===== src/hw/rtl/hic_pkg.sv =====
// Shared types and constants of the handheld interrupt controller.
`timescale 1ns / 1ps

package hic_pkg;

    // Command codes carried by each input transfer.
    typedef enum logic [2:0] {
        CMD_REQUEST   = 3'd0,
        CMD_WR_FLAGS  = 3'd1,
        CMD_WR_ENABLE = 3'd2,
        CMD_SET_IME   = 3'd3,
        CMD_ACK       = 3'd4,
        CMD_FINISH    = 3'd5,
        CMD_HALT      = 3'd6,
        CMD_STATUS    = 3'd7
    } cmd_t;

    // Configuration register indexes (byte address is four times the index).
    typedef enum logic [1:0] {
        REG_COLOUR_HW   = 2'd0,
        REG_COLOUR_MODE = 2'd1,
        REG_MCYCLE      = 2'd2,
        REG_UNUSED      = 2'd3
    } reg_idx_t;

    localparam logic [7:0] FLAG_TOP       = 8'hE0;
    localparam logic [4:0] SRC_MASK       = 5'h1F;
    localparam logic [4:0] RETRIGGER_DENY = 5'h0C;
    localparam logic [2:0] SRC_LAST       = 3'd4;
    localparam logic [3:0] MCYCLE_RESET   = 4'd4;

    typedef struct packed {
        logic       colour_hardware;
        logic       colour_mode;
        logic [3:0] mcycle_clocks;
    } cfg_t;

    typedef struct packed {
        cmd_t        cmd;
        logic [2:0]  source_index;
        logic [7:0]  data;
        logic [31:0] irq_cycle;
        logic [31:0] now_cycle;
    } item_t;

    typedef struct packed {
        logic [7:0] flag_reg;
        logic [7:0] enable_reg;
        logic       master_enable;
        logic       is_halted;
        logic [4:0] next_source;
        logic       request_denied;
        logic       halt_accepted;
        logic       halt_exit;
        logic       extra_mcycle;
    } result_t;

endpackage


===== src/hw/rtl/hic_cfg.sv =====
// APB-style configuration registers of the interrupt controller.
`timescale 1ns / 1ps

module hic_cfg (
    input  logic          clk,
    input  logic          rst_n,
    input  logic          psel,
    input  logic          penable,
    input  logic          pwrite,
    input  logic [3:0]    paddr,
    input  logic [31:0]   pwdata,
    output logic [31:0]   prdata,
    output logic          pready,
    output hic_pkg::cfg_t cfg
);

    hic_pkg::cfg_t     cfg_reg;
    hic_pkg::cfg_t     cfg_next;
    hic_pkg::reg_idx_t idx;
    logic              wr_en;

    assign pready = 1'b1;
    assign idx    = hic_pkg::reg_idx_t'(paddr[3:2]);
    assign wr_en  = psel && penable && pwrite;
    assign cfg    = cfg_reg;

    // Register write decode.
    always_comb
    begin
        cfg_next = cfg_reg;
        if (wr_en)
        begin
            unique case (idx)
                hic_pkg::REG_COLOUR_HW:   cfg_next.colour_hardware = pwdata[0];
                hic_pkg::REG_COLOUR_MODE: cfg_next.colour_mode     = pwdata[0];
                hic_pkg::REG_MCYCLE:      cfg_next.mcycle_clocks   = pwdata[3:0];
                default:                  cfg_next = cfg_reg;
            endcase
        end
    end

    always_ff @(posedge clk or negedge rst_n)
    begin
        if (!rst_n)
        begin
            cfg_reg.colour_hardware <= 1'b0;
            cfg_reg.colour_mode     <= 1'b0;
            cfg_reg.mcycle_clocks   <= hic_pkg::MCYCLE_RESET;
        end
        else
        begin
            cfg_reg <= cfg_next;
        end
    end

    // Register read decode.
    always_comb
    begin
        unique case (idx)
            hic_pkg::REG_COLOUR_HW:   prdata = {31'd0, cfg_reg.colour_hardware};
            hic_pkg::REG_COLOUR_MODE: prdata = {31'd0, cfg_reg.colour_mode};
            hic_pkg::REG_MCYCLE:      prdata = {28'd0, cfg_reg.mcycle_clocks};
            default:                  prdata = 32'd0;
        endcase
    end

endmodule


===== src/hw/rtl/hic_in_stage.sv =====
// Input register stage: captures one command transfer per cycle unless it is stalled.
`timescale 1ns / 1ps

module hic_in_stage (
    input  logic           clk,
    input  logic           rst_n,
    input  logic           in_valid,
    output logic           in_stall,
    input  hic_pkg::item_t in_item,
    input  logic           take,
    output logic           item_valid,
    output hic_pkg::item_t item
);

    logic           valid_reg;
    logic           valid_next;
    hic_pkg::item_t item_reg;
    logic           load;

    // The stage is full only while its item cannot move on.
    assign in_stall   = valid_reg && !take;
    assign load       = in_valid && !in_stall;
    assign valid_next = load || (valid_reg && !take);
    assign item_valid = valid_reg;
    assign item       = item_reg;

    always_ff @(posedge clk or negedge rst_n)
    begin
        if (!rst_n)
        begin
            valid_reg <= 1'b0;
        end
        else
        begin
            valid_reg <= valid_next;
        end
    end

    // Payload capture.
    always_ff @(posedge clk)
    begin
        if (load)
        begin
            item_reg <= in_item;
        end
    end

endmodule


===== src/hw/rtl/hic_core.sv =====
// Interrupt state, per-command update logic and the result register.
`timescale 1ns / 1ps

module hic_core (
    input  logic             clk,
    input  logic             rst_n,
    input  hic_pkg::cfg_t    cfg,
    input  logic             item_valid,
    input  hic_pkg::item_t   item,
    output logic             take,
    output logic             out_valid,
    input  logic             out_stall,
    output hic_pkg::result_t result
);

    logic [7:0] flag_bits_reg;
    logic [7:0] flag_bits_next;
    logic [7:0] enable_bits_reg;
    logic [7:0] enable_bits_next;
    logic       master_on_reg;
    logic       master_on_next;
    logic       halted_reg;
    logic       halted_next;
    logic [4:0] dispatch_reg;
    logic [4:0] dispatch_next;

    logic             out_valid_reg;
    logic             out_valid_next;
    hic_pkg::result_t result_reg;
    hic_pkg::result_t result_next;

    logic        fire;
    logic        src_ok;
    logic [4:0]  src_bit;
    logic        deny;
    logic [7:0]  flag_req;
    logic        pend_req;
    logic        pend_now;
    logic [31:0] elapsed;
    logic [3:0]  half_mc;
    logic        young;
    logic [4:0]  pend_next;

    // An item moves on when the result register is free or being drained.
    assign take           = !out_valid_reg || !out_stall;
    assign fire           = item_valid && take;
    assign out_valid_next = fire || (out_valid_reg && out_stall);
    assign out_valid      = out_valid_reg;
    assign result         = result_reg;

    // Request path: source decode, retrigger denial and halt wake-up.
    always_comb
    begin
        src_ok   = (item.source_index <= hic_pkg::SRC_LAST);
        src_bit  = src_ok ? (5'd1 << item.source_index) : 5'd0;
        deny     = cfg.colour_hardware
                   && ((src_bit & dispatch_reg & hic_pkg::RETRIGGER_DENY) != 5'd0);
        flag_req = flag_bits_reg | {3'd0, src_bit};
        pend_req = (flag_req[4:0] & enable_bits_reg[4:0]) != 5'd0;
        pend_now = (flag_bits_reg[4:0] & enable_bits_reg[4:0]) != 5'd0;
        // A request stamped in the future counts as brand new.
        elapsed  = (item.now_cycle >= item.irq_cycle)
                   ? (item.now_cycle - item.irq_cycle) : 32'd0;
        half_mc  = {1'b0, cfg.mcycle_clocks[3:1]};
        young    = elapsed < {28'd0, half_mc};
    end

    // Command decode and next state.
    always_comb
    begin
        flag_bits_next   = flag_bits_reg;
        enable_bits_next = enable_bits_reg;
        master_on_next   = master_on_reg;
        halted_next      = halted_reg;
        dispatch_next    = dispatch_reg;
        result_next      = '0;
        unique case (item.cmd)
            hic_pkg::CMD_REQUEST:
            begin
                if (src_ok)
                begin
                    if (deny)
                    begin
                        result_next.request_denied = 1'b1;
                    end
                    else
                    begin
                        flag_bits_next = flag_req;
                        if (halted_reg && pend_req)
                        begin
                            halted_next              = 1'b0;
                            result_next.halt_exit    = 1'b1;
                            result_next.extra_mcycle = cfg.colour_mode || young;
                        end
                    end
                end
            end
            hic_pkg::CMD_WR_FLAGS:
            begin
                flag_bits_next = item.data | hic_pkg::FLAG_TOP;
            end
            hic_pkg::CMD_WR_ENABLE:
            begin
                enable_bits_next = item.data;
            end
            hic_pkg::CMD_SET_IME:
            begin
                master_on_next = item.data[0];
            end
            hic_pkg::CMD_ACK:
            begin
                flag_bits_next = (flag_bits_reg & ~{3'd0, item.data[4:0]})
                                 | hic_pkg::FLAG_TOP;
                dispatch_next  = item.data[4:0];
            end
            hic_pkg::CMD_FINISH:
            begin
                master_on_next = 1'b0;
                dispatch_next  = 5'd0;
            end
            hic_pkg::CMD_HALT:
            begin
                if (!pend_now)
                begin
                    halted_next               = 1'b1;
                    result_next.halt_accepted = 1'b1;
                end
            end
            default:
            begin
                halted_next = halted_reg;
            end
        endcase

        // Register view after the command, lowest pending source isolated while the master enable is set.
        pend_next                 = flag_bits_next[4:0] & enable_bits_next[4:0]
                                    & hic_pkg::SRC_MASK;
        result_next.flag_reg      = flag_bits_next;
        result_next.enable_reg    = enable_bits_next;
        result_next.master_enable = master_on_next;
        result_next.is_halted     = halted_next;
        result_next.next_source   = master_on_next ? (pend_next & (~pend_next + 5'd1))
                                                   : 5'd0;
    end

    // Interrupt state and result handshake.
    always_ff @(posedge clk or negedge rst_n)
    begin
        if (!rst_n)
        begin
            flag_bits_reg   <= hic_pkg::FLAG_TOP;
            enable_bits_reg <= 8'd0;
            master_on_reg   <= 1'b0;
            halted_reg      <= 1'b0;
            dispatch_reg    <= 5'd0;
            out_valid_reg   <= 1'b0;
        end
        else
        begin
            out_valid_reg <= out_valid_next;
            if (fire)
            begin
                flag_bits_reg   <= flag_bits_next;
                enable_bits_reg <= enable_bits_next;
                master_on_reg   <= master_on_next;
                halted_reg      <= halted_next;
                dispatch_reg    <= dispatch_next;
            end
        end
    end

    // Result payload.
    always_ff @(posedge clk)
    begin
        if (fire)
        begin
            result_reg <= result_next;
        end
    end

endmodule


===== src/hw/rtl/handheld_interrupt_controller_unit.sv =====
// Top level of the handheld interrupt controller.
`timescale 1ns / 1ps

// Five-source interrupt controller. Each command transfer on the request
// channel produces exactly one result transfer, in order. A transfer is
// registered on entry, then evaluated against the interrupt state and
// written to the result register. One command is taken every cycle while
// the result side keeps draining; the result register is the only point
// where the rate can drop, when the consumer stalls. Configuration lives
// at byte addresses 0, 4 and 8 (colour hardware, colour mode, clocks per
// machine cycle) and must only be written while no command is in flight.
// No start-up sweep is needed: the block takes commands as soon as reset
// is released.
module handheld_interrupt_controller_unit (
    input  logic        clk,
    input  logic        rst_n,
    input  logic        psel,
    input  logic        penable,
    input  logic        pwrite,
    input  logic [3:0]  paddr,
    input  logic [31:0] pwdata,
    output logic [31:0] prdata,
    output logic        pready,
    input  logic        req_valid,
    output logic        req_stall,
    input  logic [2:0]  cmd,
    input  logic [2:0]  source_index,
    input  logic [7:0]  data,
    input  logic [31:0] irq_cycle,
    input  logic [31:0] now_cycle,
    output logic        rsp_valid,
    input  logic        rsp_stall,
    output logic [7:0]  flag_reg,
    output logic [7:0]  enable_reg,
    output logic        master_enable,
    output logic        is_halted,
    output logic [4:0]  next_source,
    output logic        request_denied,
    output logic        halt_accepted,
    output logic        halt_exit,
    output logic        extra_mcycle
);

    hic_pkg::cfg_t    cfg;
    hic_pkg::item_t   in_item;
    hic_pkg::item_t   item;
    hic_pkg::result_t result;
    logic             item_valid;
    logic             take;

    // Pack the request fields.
    assign in_item.cmd          = hic_pkg::cmd_t'(cmd);
    assign in_item.source_index = source_index;
    assign in_item.data         = data;
    assign in_item.irq_cycle    = irq_cycle;
    assign in_item.now_cycle    = now_cycle;

    hic_cfg u_cfg (
        .clk     (clk),
        .rst_n   (rst_n),
        .psel    (psel),
        .penable (penable),
        .pwrite  (pwrite),
        .paddr   (paddr),
        .pwdata  (pwdata),
        .prdata  (prdata),
        .pready  (pready),
        .cfg     (cfg)
    );

    hic_in_stage u_in_stage (
        .clk        (clk),
        .rst_n      (rst_n),
        .in_valid   (req_valid),
        .in_stall   (req_stall),
        .in_item    (in_item),
        .take       (take),
        .item_valid (item_valid),
        .item       (item)
    );

    hic_core u_core (
        .clk        (clk),
        .rst_n      (rst_n),
        .cfg        (cfg),
        .item_valid (item_valid),
        .item       (item),
        .take       (take),
        .out_valid  (rsp_valid),
        .out_stall  (rsp_stall),
        .result     (result)
    );

    // Unpack the result fields.
    assign flag_reg       = result.flag_reg;
    assign enable_reg     = result.enable_reg;
    assign master_enable  = result.master_enable;
    assign is_halted      = result.is_halted;
    assign next_source    = result.next_source;
    assign request_denied = result.request_denied;
    assign halt_accepted  = result.halt_accepted;
    assign halt_exit      = result.halt_exit;
    assign extra_mcycle   = result.extra_mcycle;

    // An extra machine cycle is only ever reported together with a halt exit.
    a_extra_needs_exit: assert property (@(posedge clk) disable iff (!rst_n)
        rsp_valid && extra_mcycle |-> halt_exit)
        else $error("extra machine cycle without halt exit");

    // A halt exit leaves the CPU running, and a halt entry leaves it halted.
    a_halt_state: assert property (@(posedge clk) disable iff (!rst_n)
        rsp_valid |-> !(halt_exit && is_halted) && !(halt_accepted && !is_halted))
        else $error("halt outcome disagrees with halted state");

    // The upper flag bits always read as set.
    a_flag_top: assert property (@(posedge clk) disable iff (!rst_n)
        rsp_valid |-> (flag_reg[7:5] == 3'b111))
        else $error("upper flag bits cleared");

    // The reported source is one-hot or empty and is enabled and flagged.
    a_next_source: assert property (@(posedge clk) disable iff (!rst_n)
        rsp_valid |-> $onehot0(next_source)
                      && ((next_source & ~(flag_reg[4:0] & enable_reg[4:0])) == 5'd0))
        else $error("next source is not a single pending enabled bit");

endmodule


===== config.mk =====
export PLATFORM = sky130hd
export DESIGN_NAME = handheld_interrupt_controller_unit
export DESIGN_NICKNAME = d
export VERILOG_FILES = /design/src/hw/rtl/hic_pkg.sv /design/src/hw/rtl/hic_cfg.sv /design/src/hw/rtl/hic_in_stage.sv /design/src/hw/rtl/hic_core.sv /design/src/hw/rtl/handheld_interrupt_controller_unit.sv
export SDC_FILE = /design/constraint.sdc
export NUM_CORES = 1
export LEC_CHECK = 0
export BUFFER_PORTS_ARGS = -buffer_cell sky130_fd_sc_hd__buf_4
export CORE_UTILIZATION = 57
export DETAILED_ROUTE_END_ITERATION = 8
export MAX_ROUTING_LAYER = met4
export PLACE_DENSITY_LB_ADDON = 0.25
export SETUP_SLACK_MARGIN = 0.02
export SLEW_MARGIN = 10
export SYNTH_ARGS = -nofsm -noshare
export SYNTH_HDL_FRONTEND = slang
export SYNTH_SLANG_ARGS = --single-unit

===== constraint.sdc =====
create_clock -name clk -period 12.76 [get_ports clk]
set_input_delay 2.552 -clock clk [delete_from_list [all_inputs] [get_ports clk]]
set_output_delay 2.552 -clock clk [all_outputs]
set_load 0.02 [all_outputs]

**Word-level counts from Yosys, hierarchy flattened**

Cells that the tools add are included.

- Bits in registers: 135
- Output and inout port bits: 62
- Logic and storage cells: 96

- $add $sub $neg: 2
- Magnitude comparators: 3
- Equal/unequal tests: 8
- Shift-type cells: 1
- Multiplexer cells: 17
- Bitwise gates (word level): 12
- Reduce and logical (&&, ||, !) cells: 29

Operator list:

| operator | number |
|---|---|
| $ge 32x32->1 | 1 |
| $lt 32x3->1 | 1 |
| $mux 32 | 1 |
| $sub 32x32->32 | 1 |
| $and 5x5->5 | 5 |
| $mux 8 | 3 |
| $pmux 8 s3 | 1 |
| $reduce_bool 5->1 | 3 |
| $pmux 4 s3 | 1 |
| $not 5->5 | 2 |
| $reduce_and 2->1 | 5 |
| $eq 3x3->1 const B | 3 |
| $logic_and 1x1->1 | 8 |
| $or 8x5->8 | 1 |
| $pmux 4 s2 | 1 |
| $eq 3x2->1 const B | 2 |
| $mux 1 | 6 |
| $add 5x1->5 const B | 1 |
| $mux 5 | 1 |
| $shl 1x3->5 const A | 1 |
| $and 4x4->4 | 1 |
| $logic_not 1->1 | 4 |
| $logic_or 1x1->1 | 4 |
| $pmux 1 s2 | 2 |
| 11 further kinds | 13 |

**Depth between registers and ports, before layout**

Gate-level depths: netlist of run 1.

- Depth in word-level cells: 12
- Mapped depth: 22
- Depth with buffers taken out: 22

**Modules after synthesis**

From an unflattened synthesis of run 1, not the netlist that was laid out.

- Cells, all modules: 686
- Area total of the unflattened synthesis: 7,314.5 µm²

By module, submodules not included:

| module | times used | cells each | area an instance (µm²) | seq. area each (µm²) |
|---|---|---|---|---|
| hic_core | 1 | 549 | 4,385.5 | 1,340.0 |
| hic_in_stage | 1 | 83 | 2,399.8 | 2,367.3 |
| hic_cfg | 1 | 54 | 529.3 | 151.4 |

**Least setup slack after synthesis of run 1**

Ideal clock, no wire load.

- Path kind: input -> output
- Start: input port paddr[2]
- End: output port prdata[0]
- Arrival: 3,129 ps
- Required time: 10,208 ps
- Slack: 7,079 ps
- Cell stages on the path: 2
- Path through: mux2i_1 -> o21ai_0

- Cells in the longest elaborated chain, start to end: 2
- Elaborated cells between the ends (all ways): 4
- Classes of those cells: eq/ne: 2; mux: 1; reduce/logical: 1

RTL lines:

| item | RTL line | RTL |
|---|---|---|
| from (decl) | handheld_interrupt_controller_unit.sv:20 | `input logic [3:0] paddr,` |
| $eq 2x2->1, or another cell as far along | hic_cfg.sv:59 | `unique case (idx)` |
| $pmux 4 s3 (*) | hic_cfg.sv:59 |  |
| to (decl) | handheld_interrupt_controller_unit.sv:22 | `output logic [31:0] prdata,` |

Every way passes the cells marked *; elsewhere a longest branch is shown, timed or not.

**Worst setup path after layout of run 1**

- Start: input port paddr[2]
- End: output port prdata[3]

Same word-level chain as after synthesis.

==> results.sh, run 1 <==
export IMPL_avgSynthCellArea_sq_um=10.88
export IMPL_netlist_top_cells_count="edfxtp_1 (105), nand2_1 (64), inv_1 (54), o21ai_0 (44), nor2_1 (42)"
export IMPL_syn2layout_area_growth_pct=20.94
export IMPL_dp_hpwl_um=11290
export IMPL_worstSetupPathType="primary input to primary output"
export IMPL_drive_gt1_share_pct=24.03
export IMPL_antenna_found_initial=0
export IMPL_wl_per_cell_um=16.13
export IMPL_htree_num_levels=4
export IMPL_grt_max_degree=79
export IMPL_worstPathRequired_ns=10.21
export IMPL_path_common_cell="buf_4"
export IMPL_rsz0062_at_grt="no"
export IMPL_cp_top_family="simple AND/OR/NAND/NOR gates"
export IMPL_period_share_pct=46.21
export IMPL_cts_sinks=133
export IMPL_synth_seq_cells=133
export IMPL_place_congestion=0.9411
export IMPL_ys_types=68
export IMPL_syn_inst=660
export IMPL_overflow=0
export IMPL_seqCellArea_sq_um=3859
export IMPL_yosys_cell_count_top_type="edfxtp_1"
export IMPL_cts_made_buffers=17
export IMPL_critPathCaptureType="primary output"
export IMPL_nFillCells=902
export IMPL_synth_area_sq_um=7183
export IMPL_vias=5370
export IMPL_critPathMaxStageDelay_ns=0.31
export IMPL_r2r_end="u_core.result[0]$_SDFFCE_PP0P_"
export IMPL_cts_root_buf="clkbuf_16"
export IMPL_finalCriticalPeriod_ns=5.897
export IMPL_power_density_nw_per_um2=154.7
export IMPL_min_from="u_core.dispatch_reg[3]$_DFFE_PN0P_"
export IMPL_insertion_delay_ns=0.42
export IMPL_synth_top_area_share_pct=43.89
export IMPL_synth_top_cells_by_area="edfxtp_1 (44%), dfrtp_1 (8.4%), ha_1 (5.9%)"
export IMPL_crit_chain="buf_4, nor2b_1, and2_1, buf_4"
export IMPL_p_leak_uw=0.003668
export IMPL_hold_path_class="register to register"
export IMPL_synth_edf_count=105
export IMPL_wl_um=15530
export IMPL_worstHoldPathCells=2
export IMPL_ys_warn_count=0
export IMPL_viasPerCell=5.576
export IMPL_r2r_slack_ns=7.71
export IMPL_cts_tree="built"
export IMPL_n_antenna_cell=0
export IMPL_synth_ff_type="edfxtp_1"
export IMPL_slew_headroom_pct=31.94
export IMPL_arrival_ns=3.34
export IMPL_synthArstFlopShare_pct=21.05
export IMPL_first_iter_violations=363
export IMPL_path_max_fanout=5
export IMPL_setup_viol=0
export IMPL_die_w_um=114.3
export IMPL_ctsResizeCount=0
export IMPL_instances_no_fill=963
export IMPL_outcome="complete, no violations"
export IMPL_tns_ns=0
export IMPL_crit_slowest_cell="nor2b_1"
export IMPL_grt_usage_pct=25.65
export IMPL_io_buffers=123
export IMPL_drc=0
export IMPL_ioPinCount=183
export IMPL_crit_reg2reg_launch="u_in_stage.item[0]$_DFFE_PP_"
export IMPL_maxSlewViolCount=0
export IMPL_grt_pass1_wl_um=24640
export IMPL_hold_violations=0
export IMPL_clk_pin_slew_worst_paths_ns=0.06
export IMPL_multi_input_area_sq_um=2933
export IMPL_clock_skew_ns=0.009637
export IMPL_tightest_slew_ns=1.021
export IMPL_cts_setup_buffers=0
export IMPL_r2r_cells=22
export IMPL_max_freq_ghz=0.1696
export IMPL_clockBufferDepth=2
export IMPL_die_area_sq_um=13060
export IMPL_rows=40
export IMPL_cap_violations=0
export IMPL_largest_reg_flops=78
export IMPL_cp_start_kind="primary input"
export IMPL_yosysSeqAreaShare_pct=53.72
export IMPL_place_inst=931
export IMPL_grt_pass1_vias=5180
export IMPL_ir_drop_uv=195.9
export IMPL_drt_pass1_iter_count=5
export IMPL_die_height_um=114.3
export IMPL_yosys_area_top_type="edfxtp_1"
export IMPL_cts_hold_buffers=0
export IMPL_hold_end="u_core.dispatch_reg[3]$_DFFE_PN0P_"
export IMPL_design_core_area_sq_um=12160
export IMPL_ant_nets=0
export IMPL_crit_buf_inv=2
export IMPL_nets=938
export IMPL_initial_core_util_pct=59.06
## power breakdown
part / internal (uW) / switching (uW) / total, uW / leakage (uW)
combinational: 131 / 178 / 309 / 0.00205
clock: 289 / 171 / 460 / 0.000277
sequential: 538 / 36.7 / 575 / 0.00134
## worst max path at each step
stage / start / endpoint / slack (ns) / cells past startpoint
floorplan: paddr[2] / prdata[0] / 7.08 / 2
global placement: paddr[2] / prdata[0] / 6.89 / 5
detailed placement: paddr[2] / prdata[3] / 6.88 / 4
CTS: paddr[2] / prdata[3] / 6.88 / 4
global route: paddr[2] / prdata[0] / 6.82 / 5
finish: paddr[2] / prdata[3] / 6.86 / 4
## worst reg2reg max path, cell delays in order (launching register included)
cell       delay, ns
edfxtp_1        0.35
inv_1           0.07
ha_1            0.17
inv_1           0.06
fa_1            0.41
a21o_2          0.25
a311o_1         0.37
nand3_1         0.18
nor3b_1         0.27
o21ai_0         0.12
a21boi_0        0.25
o31ai_1         0.12
a221oi_1        0.56
nor2_1          0.12
ha_1            0.33
a21oi_1         0.13
nand2_1         0.08
nor4_1          0.25
and3_1          0.20
o2111ai_1       0.11
nor4_1          0.29
o2111ai_1       0.15
nand2_1         0.09
## logic make-up after synthesis
logic type | count (synthesis) | synth area share, %
simple gates | 193 | 13.20
compound gates | 157 | 14.34
flops | 133 | 53.72
buf+inv | 101 | 6.915
fa+ha+maj | 35 | 6.201
mux | 24 | 3.693
xor+xnor | 15 | 1.829
other cells | 2 | 0.1046
## metal layers
metal	vias up	track usage, %	share of wire [%]
met3	37	7.147	5.5
met4	0	9.524	2.3
met5	-	-	0
met2	204	42.67	51
met1	2531	29.71	41
li1	2598	-	-
## layout by cell type, fill, tap and decap left out, types with 5 or more instances in the layout
cell type  count
nand2_1       64
ha_1          34
or2_2          5
nor3b_1        6
a211oi_1       6
mux2_2        20
nand2b_1       8
nand3_1       10
o21ai_0       44
buf_4        123
nor3_1        11
conb_1        29
nand4_1       11
clkbuf_16     17
nand3b_1       7
nor2b_1        7
o22ai_1        7
dfrtp_1       24
edfxtp_1     105
inv_1         54
a21o_1         7
a21oi_1       40
nor2_1        42
xor2_1         9
xnor2_1        6
## through the flow
stage / utilization (%) / hold slack, ns / area (sq um) / total power [uW] / setup slack, ns
after floorplan: - / 0.4492 / 7284 / 789.3 / 7.079
after global placement: 66.83 / 0.4659 / 8128 / 875.7 / 6.895
after detailed placement: 66.83 / 0.4784 / 8128 / 885.2 / 6.881
after CTS: 71.43 / 0.4924 / 8687 / 1347 / 6.878
after global routing: 71.43 / 0.5079 / 8687 / 1402 / 6.820
final: 71.43 / 0.4929 / 8687 / 1344 / 6.863
## final cells by class
cell class	instances	area share, %
well taps	168	2.420
flip-flops and latches	133	44.42
inverters	54	2.333
multi-input cells	453	33.76
repair buffers	123	10.63
clock inverters	11	1.253
clock buffers	21	5.185
No activity file was read; power rests on OpenSTA's default activity.
==> run 2, diff against run 1 <==
- ABC_AREA: default -> 1
- CORE_UTILIZATION: 57 -> 55
- clock period: 12.76 -> 5.9 ns (I/O delays scaled with it)
==> run 2 against run 1 <==
Worst setup slack worse by 4.0 ns. Synthesized cell count increased by 56%. Cell count rose by 42%. Area after synthesis rose by 13%. Clock power grew 140%. First-iteration DRC count up 18%. Count of clock-buffer cells in the layout decreased by 2. Combinational power up 120%. Flip-flop and latch count unchanged. Final area is 12% higher. Core utilization shrank 4.1 points. Clock skew grew 0.0061 ns. Largest cell class unchanged.
==> results.sh, run 2 <==
export IMPL_drive_gt1_share_pct=17.80
export IMPL_grt_pass1_wl_um=29110
export IMPL_die_height_um=123.6
export IMPL_hold_path_class="register to register"
export IMPL_wl_per_cell_um=13.61
export IMPL_grt_pass1_vias=6293
export IMPL_cap_violations=0
export IMPL_synth_area_sq_um=8130
export IMPL_clock_skew_ns=0.01577
export IMPL_most_common_layout_cells="nand2_1 (328), inv_1 (208), buf_4 (124)"
export IMPL_worstHoldPathCells=2
export IMPL_synthArstFlopShare_pct=21.05
export IMPL_drc=0
export IMPL_overflow=0
export IMPL_n_antenna_cell=0
export IMPL_clockBufferDepth=2
export IMPL_vias=6778
export IMPL_finalPower_uw=2931
export IMPL_setup_viol=0
export IMPL_worstPathRequired_ns=4.72
export IMPL_ys_warn_count=0
export IMPL_tightest_slew_ns=0.9479
export IMPL_nets=1323
export IMPL_synth_ff_type="edfxtp_1"
export IMPL_synth_seq_cells=133
export IMPL_crit_cells=5
export IMPL_die_area_sq_um=15270
export IMPL_io_buffers=123
export IMPL_outcome="complete, no violations"
export IMPL_wl_um=18560
export IMPL_cts_root_buf="clkbuf_16"
export IMPL_crit_chain="buf_4, nor2_1, inv_1, nor2_1, buf_4"
export IMPL_r2r_cells=16
export IMPL_nFillCells=1237
export IMPL_syn_inst=1031
export IMPL_cts_setup_buffers=0
export IMPL_slew_headroom_pct=36.57
export IMPL_grt_usage_pct=26.19
export IMPL_dp_hpwl_um=14510
export IMPL_netlist_top_cells_count="nand2_1 (328), inv_1 (209), edfxtp_1 (105), nor2_1 (69), nand3_1 (61)"
export IMPL_multi_input_area_sq_um=3306
export IMPL_ctsResizeCount=0
export IMPL_crit_buf_inv=3
export IMPL_ys_types=43
export IMPL_yosys_cell_count_top_type="nand2_1"
export IMPL_ioPinCount=183
export IMPL_largest_reg_flops=78
export IMPL_syn2layout_area_growth_pct=19.88
export IMPL_cts_sinks=133
export IMPL_p_leak_uw=0.004953
export IMPL_initial_core_util_pct=56.15
export IMPL_path_max_fanout=4
export IMPL_place_congestion=0.9394
export IMPL_ir_drop_uv=262.4
export IMPL_rows=44
export IMPL_final_util_pct=67.32
export IMPL_avgSynthCellArea_sq_um=7.886
export IMPL_seqCellArea_sq_um=3859
export IMPL_critPathCaptureType="primary output"
export IMPL_clk_pin_slew_worst_paths_ns=0.06
export IMPL_yosysSeqAreaShare_pct=47.46
export IMPL_cts_hold_buffers=0
export IMPL_cts_tree="built"
export IMPL_insertion_delay_ns=0.42
export IMPL_drt_pass1_iter_count=7
export IMPL_cp_top_family="buffers and inverters"
export IMPL_arrival_ns=1.83
export IMPL_die_w_um=123.6
export IMPL_final_common_cell="nand2_1"
export IMPL_finalCriticalPeriod_ns=3.007
export IMPL_critPathMaxStageDelay_ns=0.18
export IMPL_max_freq_ghz=0.3326
export IMPL_yosys_area_top_type="edfxtp_1"
export IMPL_worstSetupPathType="primary input to primary output"
export IMPL_viasPerCell=4.969
export IMPL_period_share_pct=50.97
export IMPL_cp_start_kind="primary input"
export IMPL_maxSlewViolCount=0
export IMPL_grt_max_degree=52
export IMPL_crit_slowest_cell="nor2_1"
export IMPL_design_core_area_sq_um=14480
export IMPL_ant_nets=0
export IMPL_synth_top_cells_by_area="edfxtp_1 (39%), nand2_1 (15%), inv_1 (9.6%)"
export IMPL_synth_edf_count=105
export IMPL_hold_violations=0
export IMPL_power_density_nw_per_um2=300.7
export IMPL_htree_num_levels=4
export IMPL_first_iter_violations=429
export IMPL_cts_made_buffers=17
export IMPL_antenna_found_initial=0
export IMPL_rsz0062_at_grt="no"
export IMPL_tns_ns=0
export IMPL_synth_top_area_share_pct=38.78
-- run 2: changes by cell type in the layout (fill, tap and decap cells not counted), moves of 7 or more --
cell      delta
nand2_1    +264
inv_1      +154
nand3_1     +51
nor2_1      +27
mux2_2      -20
nand2_2     +18
a21oi_1     -14
nor2_2       +9
o21ai_0      -9
nand2b_1     -8
nand3_2      +8
xor2_1       -8
a21o_1       -7
nor2b_1      -7
-- run 2: logic make-up after synthesis --
group | Yosys count | share of synthesized area, %
other cells | 2 | 0.09237
flops | 133 | 47.46
xor+xnor | 1 | 0.1077
buf+inv | 251 | 13.13
compound gates | 83 | 5.786
fa+ha+maj | 35 | 5.479
simple gates | 526 | 27.95
-- run 2: metal layers --
| metal | wire, um | GRT usage (%) |
|---|---|---|
| met5 | 0 | - |
| met4 | 437 | 9.639 |
| met1 | 7640 | 30.71 |
| met3 | 1365 | 6.639 |
| met2 | 9120 | 43.40 |
-- run 2: final timing paths --
| check | to | startpoint | slack, ns |
|---|---|---|---|
| max | prdata[2] | paddr[2] | 2.89 |
| min | u_core.flag_bits_reg[7]$_DFFE_PN1P_ | u_core.flag_bits_reg[7]$_DFFE_PN1P_ | 0.47 |
| max reg2reg | u_core.result[0]$_SDFFCE_PP0P_ | u_in_stage.item[11]$_DFFE_PP_ | 3.02 |
| min reg2reg | u_core.flag_bits_reg[7]$_DFFE_PN1P_ | u_core.flag_bits_reg[7]$_DFFE_PN1P_ | 0.47 |
| max in group asynchronous | u_core.flag_bits_reg[6]$_DFFE_PN1P_ | rst_n | 4.90 |
| min in group asynchronous | u_core.master_on_reg$_DFFE_PN0P_ | rst_n | 0.67 |
-- run 2: power by group --
group / internal (uW) / total [uW] / switching [uW]
Combinational: 234 / 666 / 432
Clock: 671 / 1090 / 414
Sequential: 1130 / 1180 / 47.9
-- run 2: worst min-delay path, cell delays in order, from the launching register on --
cell     delay (ns)
dfstp_2        0.36
inv_1          0.06
nand2_1        0.05
-- run 2: final cells by class --
type                       count  area share (%)
timing repair buffer         124           9.551
clock inverter                13           1.784
clock buffer                  19           4.442
inverter                     217           8.357
multi-input combinational    674           33.92
sequential                   133           39.59
tap                          184           2.362
-- run 2: per-stage QoR --
step / instance area, sq um / setup slack [ns] / instances / hold WS [ns]
after floorplan: 8232 / 2.595 / 1058 / 0.4439
after global placement: 9140 / 2.817 / 1332 / 0.4582
after detailed placement: 9140 / 2.727 / 1332 / 0.4580
after CTS: 9747 / 2.897 / 1364 / 0.4681
after global routing: 9747 / 2.796 / 1364 / 0.4752
final: 9747 / 2.893 / 1364 / 0.4666
